**config.mk**
```make
export PLATFORM = sky130hd
export DESIGN_NAME = ehm_hamming
export DESIGN_NICKNAME = d
export VERILOG_FILES = /design/src/hw/rtl/ehm_pkg.sv /design/src/hw/rtl/ehm_hamming.sv
export SDC_FILE = /design/constraint.sdc
export NUM_CORES = 1
export LEC_CHECK = 0
export BUFFER_PORTS_ARGS = -buffer_cell sky130_fd_sc_hd__buf_2
export CAP_MARGIN = 20
export CORE_MARGIN = 10
export CORE_UTILIZATION = 35
export CTS_CLUSTER_DIAMETER = 50
export DETAILED_ROUTE_END_ITERATION = 8
export PLACE_DENSITY = 0.71
export SETUP_SLACK_MARGIN = 0.5
export SLEW_MARGIN = 10
export SYNTH_ARGS = -nofsm -noshare
export SYNTH_HDL_FRONTEND = slang
export SYNTH_SLANG_ARGS = --single-unit
export TNS_END_PERCENT = 5
```
**constraint.sdc**
```tcl
create_clock -name clk -period 3.6 [get_ports clk]
set_input_delay 0.36 -clock clk [delete_from_list [all_inputs] [get_ports clk]]
set_output_delay 0.36 -clock clk [all_outputs]
set_load 0.01 [all_outputs]
```
**src/hw/rtl/ehm_pkg.sv**
```systemverilog
package ehm_pkg;

    localparam int RIGHT_DEPTH_DEFAULT = 512;
    localparam int COORD_W             = 12;
    localparam int DESC_W              = 256;
    localparam int DESC_WORD_W         = 64;
    localparam int DIST_W              = 9;
    localparam int INDEX_OUT_W         = 9;

    localparam logic [DIST_W-1:0] LIMIT_RESET = 9'd25;
    localparam logic [DIST_W-1:0] DIST_NONE   = 9'd256;

    localparam logic [1:0] OP_CLEAR = 2'd0;
    localparam logic [1:0] OP_LOAD  = 2'd1;
    localparam logic [1:0] OP_QUERY = 2'd2;

    localparam logic REG_DISTANCE_LIMIT = 1'b0;

    // tag that travels with each scanned entry through the distance pipeline
    typedef struct packed {
        logic               valid;
        logic               hit;
        logic [COORD_W-1:0] column;
    } cand_t;

endpackage

```
**src/hw/rtl/ehm_hamming.sv**
```systemverilog
module ehm_hamming (
    input  logic                          clk,
    input  logic                          rst_n,
    input  logic                          in_valid,
    input  logic [2*ehm_pkg::COORD_W-1:0] coord,
    input  logic [ehm_pkg::DESC_W-1:0]    desc,
    input  logic [ehm_pkg::COORD_W-1:0]   query_row,
    input  logic [ehm_pkg::COORD_W-1:0]   query_column,
    input  logic [ehm_pkg::DESC_W-1:0]    query_desc,
    output ehm_pkg::cand_t                out_cand,
    output logic [ehm_pkg::DIST_W-1:0]    out_distance
);
    import ehm_pkg::*;

    localparam int WORDS = DESC_W / DESC_WORD_W;

    function automatic logic [6:0] popcount64(input logic [63:0] x);
        logic [63:0] a;
        logic [63:0] b;
        logic [63:0] c;
        logic [63:0] d;
        logic [63:0] e;
        logic [63:0] f;
        a = (x & {32{2'b01}}) + ((x >> 1) & {32{2'b01}});
        b = (a & {16{4'b0011}}) + ((a >> 2) & {16{4'b0011}});
        c = (b & {8{8'h0F}}) + ((b >> 4) & {8{8'h0F}});
        d = (c & {4{16'h00FF}}) + ((c >> 8) & {4{16'h00FF}});
        e = (d & {2{32'h0000FFFF}}) + ((d >> 16) & {2{32'h0000FFFF}});
        f = (e & {32'h0, 32'hFFFFFFFF}) + (e >> 32);
        return f[6:0];
    endfunction

    logic [DESC_W-1:0] diff;
    cand_t             s1_cand_reg;
    logic [6:0]        pc_reg [WORDS];
    logic [DIST_W-1:0] sum_next;

    assign diff = desc ^ query_desc;

    always_comb
    begin
        sum_next = '0;
        for (int w = 0; w < WORDS; w++)
        begin
            sum_next = sum_next + {2'b00, pc_reg[w]};
        end
    end

    // candidate tag: stage 1 test, stage 2 carried along with the word sums
    always_ff @(posedge clk or negedge rst_n)
    begin
        if (!rst_n)
        begin
            s1_cand_reg <= '0;
            out_cand    <= '0;
        end
        else
        begin
            s1_cand_reg.valid  <= in_valid;
            s1_cand_reg.hit    <= (coord[2*COORD_W-1:COORD_W] == query_row) &&
                                  (coord[COORD_W-1:0] <= query_column);
            s1_cand_reg.column <= coord[COORD_W-1:0];
            out_cand           <= s1_cand_reg;
        end
    end

    // stage 1: per-word popcount, stage 2: word sums
    always_ff @(posedge clk)
    begin
        for (int w = 0; w < WORDS; w++)
        begin
            pc_reg[w] <= popcount64(diff[w*DESC_WORD_W +: DESC_WORD_W]);
        end
        out_distance <= sum_next;
    end

endmodule

```
* Yosys cells after proc, flatten, opt, wreduce, memory -nomap -nowiden
Memories as Yosys holds them, arrays and structs flattened.
Cells that the tools add are included.
** Storage, ports and cells
- Memories kept :: 1
- Flip-flop bits (word level) :: 37
- Memory bits (writable) :: 28
- Bits of input ports :: 563
- Output and inout port bits :: 23
- Logic and storage cells :: 39
** Memories
- pc_reg :: depth 4, bits a word 7, rd ports 4, clocked after Yosys merged registers in 0, wr ports 4, RTL line ehm_hamming.sv:35 : logic [6:0] pc_reg [WORDS];
** Operators by class
- $lt $le $gt $ge :: 1
- Equal/unequal tests :: 1
- Add/sub/neg operators :: 27
- Bitwise logic cells :: 1
- Reduce and logical (&&, ||, !) cells :: 1
** Operators with widths (count)
- $add A63 B63 Y64 :: 4
- $xor A256 B256 Y256 :: 1
- $add A62 B62 Y63 :: 4
- $add A60 B59 Y61 :: 4
- $add A55 B53 Y55 :: 4
- $add A39 B39 Y39 :: 4
- $add A7 B7 Y7 :: 4
- $eq A12 B12 Y1 :: 1
- $le A12 B12 Y1 :: 1
- $add A8 B7 Y9 :: 1
- $add A9 B7 Y9 :: 1
- $add A7 B7 Y8 :: 1
- $logic_and A1 B1 Y1 :: 1

* Logic depth before layout (Yosys ltp)
Gate-level depths: netlist of run 1.
- Word-level depth :: 7
- Depth in mapped cells :: 19

* Worst setup path before layout of run 1
No wires, ideal clock.
- Path kind :: input-to-reg
- Start :: in query_desc[104] (netlist bit)
- End :: mem pc_reg[1][5]
- Data required time :: 3.528 ns
- Stages :: 17
- Library setup time :: 0.072 ns
- Arrival :: 4.270 ns
- Setup slack :: -0.742 ns
- Buffers on the path :: 0
- Path through :: xor2_1 ha_1 ha_1 fa_1 inv_1 fa_1 inv_1 fa_1 inv_1 fa_1 inv_1 ha_1 a21o_1 a21oi_1 o21bai_1 a21oi_1 xnor2_1
** RTL lines
- start, declared :: RTL line ehm_hamming.sv:9 : input logic [ehm_pkg::DESC_W-1:0] query_desc,
- end, declared :: RTL line ehm_hamming.sv:35

==> flow_summary.toml, run 1 <==
[status]
outcome = "finished, violations left"
violations = "negative setup slack"

[setup_path]
slowest_stage = "fa_1"
cp_max_fo = 2
start_kind = "input port"
path_cells = "buf_2 -> xor2_1 -> ha_1 -> ha_1 -> fa_1 -> inv_1 -> fa_1 -> inv_1 -> fa_1 -> ha_1 -> a21o_1 -> a21oi_2 -> xnor2_1 -> ha_1 -> inv_1 -> o21bai_1 -> a21o_1 -> a21o_1"
critical_path_required_ns = 3.82
max_stage_delay_ns = 0.51
critical_path_arrival_ns = 4.35
crit_top_cell = "ha_1"
worst-path-buf-inv = 4
endpoint_kind = "flip-flop"
critPathTopFamily = "adder cells"
path_class = "input port to flip-flop"

[synthesis]
synth_enable_flop_cells = 0
netlist_top_cells_area = "ha_1 35%, fa_1 18%, xor2_1 17%"
synthMostInstantiatedCell = "ha_1"
syn_inst = 1491
synth.largest_area_cell = "ha_1"
yosysSeqAreaShare = 0.0931
synth_ff_type = "dfxtp_1"
synth.avg_cell_area_um2 = 10.4
netlist_area_um2 = 15500
yosysWarnings = 0
ys_seq_elements = 65
async_flop_share = 0.431
synth_cell_types = 29
yosys.area.top_type_share = 0.352
synth_common_cells = "436 x ha_1, 306 x xor2_1, 220 x inv_1, 138 x fa_1, 133 x a21o_1"
synthesis.nets = 2628

[clock_network]
numCtsBuffers = 9
cts-root-buf = "clkbuf_16"
clk_pin_slew_ns = 0.05
cts_tree = "built"
clk_latency_ns = 0.33
cts_sinks = 65
htree_levels = 3
cts_hold_buffers = 0
cts_buffer_depth = 2

[placement]
port_buffers = 585
pre_cts_ws_ns = -1.08
place_congestion = 0.885
post-dp-hpwl_um = 39600

[detailed_routing]
wire_per_inst_um = 15.3
drtPass1Iterations = 4
drtIter0Drc = 191
routed_via_density = 4.51
drc = 0
ant_nets = 0
wirelength_um = 41800
via_count = 12300

[timing]
rsz0062_at_grt = "yes"
timing.final.ws_setup_ns = -0.536
fin_crit_ns = 4.14
setup_viol = 24
tightest_slew_ns = 0.588
fmax_mhz = 242
tns_ns = -9.36
slew_viol_final = 0
hold_violations = 0
fin_skew_ns = 0.00483
relSlewSlack = 0.608
fin_crit_sh = 1.15

[floorplanning]
core_area_um2 = 44000
io_pins = 586
initial_core_util = 0.352
rows = 77
dieArea_um2 = 53100
dieHeight_um = 230
die_w_um = 230

[global_routing]
grt_max_degree = 29
grt_pass1_wl_um = 67800
grt_pass1_vias = 14300
antenna_found_initial = 1
track_usage = 0.153
grt_overflow_total = 0

[job]
drv_cap = 0

[layout]
nNetsFinal = 3265
multi_input_area_um2 = 13500
syn_to_final_growth_pct = 30.1
drive_gt1_frac = 0.335
largest_reg_flops = 28
register_area_um2 = 1440
fillCellCount = 4184
fin_util = 0.458

[hold_path]
min_path_type = "input port to async pin"
-- cell type report --
cell class                 instances  area share
timing repair buffer             626       0.161
antenna                            1    0.000124
tap                              592      0.0368
sequential                        65      0.0715
inverter                         220      0.0410
multi-input combinational       1206       0.672
clock inverter                     6     0.00571
clock buffer                      10      0.0114
-- per-layer routing --
layer | global-route usage | vias up | wire [um] | share of wire
met5 | 0 | - | 0 | 0
met1 | 0.166 | 5713 | 16200 | 0.39
met4 | 0.0312 | 0 | 813 | 0.019
li1 | - | 6226 | - | -
met2 | 0.300 | 329 | 22500 | 0.54
met3 | 0.0312 | 35 | 2350 | 0.056
-- metrics by stage --
step,hold WS [ns],area (um^2),cells
floorplan,0.0644,15500,1491
global placement,0.333,19500,2705
detailed placement,0.336,19500,2705
CTS,0.0483,20000,2724
global route,0.0772,20200,2726
finish,0.0362,20200,2726
-- timing repair --
| action | CTS | global route |
|---|---|---|
| endpoints found under the hold margin | 0 | 0 |
| endpoints found under the setup margin | 24 | 24 |
| pin swaps | 43 | 23 |
| setup buffers | 3 | 1 |
| gates resized for setup | 31 | 27 |
-- cell families after synthesis --
| kind of cell | synth area share |
|---|---|
| buffers and inverters | 0.0533 |
| adders and majority gates | 0.531 |
| DFF | 0.0931 |
| xor gates and xnor gates | 0.213 |
| AOI/OAI and AO/OA | 0.0931 |
| and+or+nand+nor | 0.0172 |
-- worst paths after layout --
| check | startpoint | to | slack [ns] | cells past startpoint |
|---|---|---|---|---|
| setup reg to reg | pc_reg[1][1] | out_distance[7] | 0.89 | 10 |
| setup / recovery | query_desc[155] | pc_reg[2][6] | -0.54 | 18 |
| hold / removal | rst_n | s1_cand_reg[13] | 0.04 | 1 |
| max in group asynchronous | rst_n | s1_cand_reg[5] | 3.18 | 1 |
| min in group clk | in_valid | s1_cand_reg[13] | 0.15 | 1 |
| hold reg to reg | s1_cand_reg[13] | out_cand[13] | 0.35 | 0 |
-- cells in the final DEF (no fill, tap or decap), types with 33 or more instances in the layout --
cell       n
buf_2    583
ha_1     428
xor2_1   296
inv_1    209
a21o_1   133
fa_1     118
xnor2_1   63
buf_4     41
dfxtp_1   37
a21oi_1   33
Power of run 1 is left out: the tool's default activity adds up to more than one toggle a clock period on the data nets, which glitch-free logic cannot reach.
==> run 2: changes to the inputs <==
- CORE_AREA: unset -> 10 10 220 222
- CORE_MARGIN: 10 -> unset
- CORE_UTILIZATION: 35 -> unset
- DIE_AREA: unset -> 0 0 230 232
- PLACE_DENSITY: 0.71 -> 0.72
- REMOVE_ABC_BUFFERS: unset -> 1
==> run 2 against run 1 <==
The run still ends with negative setup slack left. Routed wire length down 2.0%. Register-to-register slack got worse by 0.12 ns. Largest cell class unchanged. Utilization rose by 0.15 points. Flip-flop and latch count did not move. Via count grew 0.62%.
==> flow_summary.toml, run 2 (synthesis gave the netlist of run 1 again) <==
[setup_path]
start_kind = "input port"
cp_max_fo = 2
path_cells = "buf_2 -> xor2_1 -> ha_1 -> ha_1 -> inv_1 -> fa_1 -> fa_1 -> inv_1 -> fa_1 -> inv_1 -> fa_1 -> inv_1 -> ha_1 -> a21o_1 -> a21oi_2 -> o21bai_1 -> a21oi_2 -> xnor2_1"
max_stage_delay_ns = 0.56
slowest_stage = "fa_1"
critical_path_required_ns = 3.84
reg2reg_from = "pc_reg[0][1]"
startpoint = "query_desc[109]"
critical_path_arrival_ns = 4.42
critPathTopFamily = "adder cells"
path_class = "input port to flip-flop"
endpoint_kind = "flip-flop"
worst-path-buf-inv = 5

[detailed_routing]
routed_via_density = 4.53
ant_nets = 0
drtPass1Iterations = 4
wirelength_um = 41000
wire_per_inst_um = 15.0
drtIter0Drc = 162
drc = 0
via_count = 12400

[global_routing]
track_usage = 0.149
grt_overflow_total = 0
grt_pass1_vias = 14400
grt_use_met1 = 0.153
grt_pass1_wl_um = 66100
use_met3 = 0.0380
met2_usage = 0.299
antenna_found_initial = 2
grt_max_degree = 29
busiest_layer = "met2"

[layout]
nNetsFinal = 3274
diodes = 0
multi_input_area_um2 = 13500
fin_util = 0.459
register_area_um2 = 1440
final_cell_mix = "582 x buf_2, 430 x ha_1, 293 x xor2_1"
layout_commonest_cell = "buf_2"
syn_to_final_growth_pct = 30.3
fillCellCount = 4083
largest_reg_flops = 28
drive_gt1_frac = 0.346

[clock_network]
clk_pin_slew_ns = 0.05
clk_latency_ns = 0.33
cts_tree = "built"
cts_buffer_depth = 2
htree_levels = 3
cts_sinks = 65
cts_hold_buffers = 0
cts-root-buf = "clkbuf_16"
numCtsBuffers = 9

[hold_path]
min_path_type = "input port to async pin"

[floorplanning]
dieArea_um2 = 53400
rows = 77
initial_core_util = 0.353
die_w_um = 230
core_area_um2 = 43900
dieHeight_um = 232
io_pins = 586

[timing]
fin_skew_ns = 0.00501
fmax_mhz = 239
fin_crit_sh = 1.16
timing.final.ws_setup_ns = -0.580
relSlewSlack = 0.611
hold-worst-slack_ns = 0.0294
fin_crit_ns = 4.18
hold_violations = 0
slew_viol_final = 0
rsz0062_at_grt = "yes"
setup_viol = 24
tightest_slew_ns = 0.583

[status]
violations = "negative setup slack"
outcome = "finished, violations left"

[placement]
port_buffers = 585
post-dp-hpwl_um = 38800
place_congestion = 0.908

[job]
drv_cap = 0
run 2: cell types whose count changed in the layout (fill, tap and decap cells not counted), moves of 4 or more:
cell     before  now
a21oi_1      33   24
a21oi_2      16   25
buf_4        41   50
fa_1        118  113
fa_2         20   25
ha_4          5    1
xor2_2        9   13
run 2: per-stage QoR:
step | setup WS (ns) | instances | TNS [ns] | cell area (um^2)
final | -0.580 | 2734 | -9.57 | 20200
after global routing | -0.743 | 2734 | -12.96 | 20200
after CTS | -0.579 | 2733 | -9.61 | 20000
after detailed placement | -1.14 | 2711 | -21.95 | 19500
after global placement | -1.05 | 2711 | -20.55 | 19500
after floorplan | -0.742 | 1491 | -11.27 | 15500
run 2: cell type report:
class | count | area share
clock buffer | 10 | 0.0114
tap | 592 | 0.0367
clock inverter | 6 | 0.00335
sequential | 65 | 0.0715
multi-input combinational | 1206 | 0.672
timing repair buffer | 635 | 0.165
inverter | 220 | 0.0409
run 2: path summary, 6_finish.rpt:
kind                            cells past startpoint  slack, ns               to
worst max register to register                     10       0.77  out_distance[7]
worst max-delay path                               18      -0.58     pc_reg[1][5]
worst min-delay path                                1       0.03      out_cand[0]
min in group clk                                    1       0.15  s1_cand_reg[13]
worst min register to register                      0       0.35      out_cand[1]
max in group asynchronous                           1       3.18  s1_cand_reg[13]
run 2: worst register-to-register path, delay by kind of cell, from the launching register on:
family	cells	cell delay, ns
AOI/OAI and AO/OA	2	0.18
DFF	1	0.39
buffers and inverters	1	0.06
adders and majority gates	4	1.58
and+or+nand+nor	3	0.48
run 2: timing repair:
item | in CTS | in global routing
pin swaps | 66 | 26
resized for setup | 60 | 33
setup endpoints to repair | 24 | 24
buffers inserted | 6 | 1
run 2: routing by layer:
metal | share of wire | vias up | routed length (um)
met5 | 0 | - | 0
met4 | 0.011 | 0 | 432
met3 | 0.062 | 31 | 2520
met2 | 0.55 | 364 | 22400
met1 | 0.38 | 5742 | 15600
li1 | - | 6242 | -
Power of run 2 is left out for the same reason.
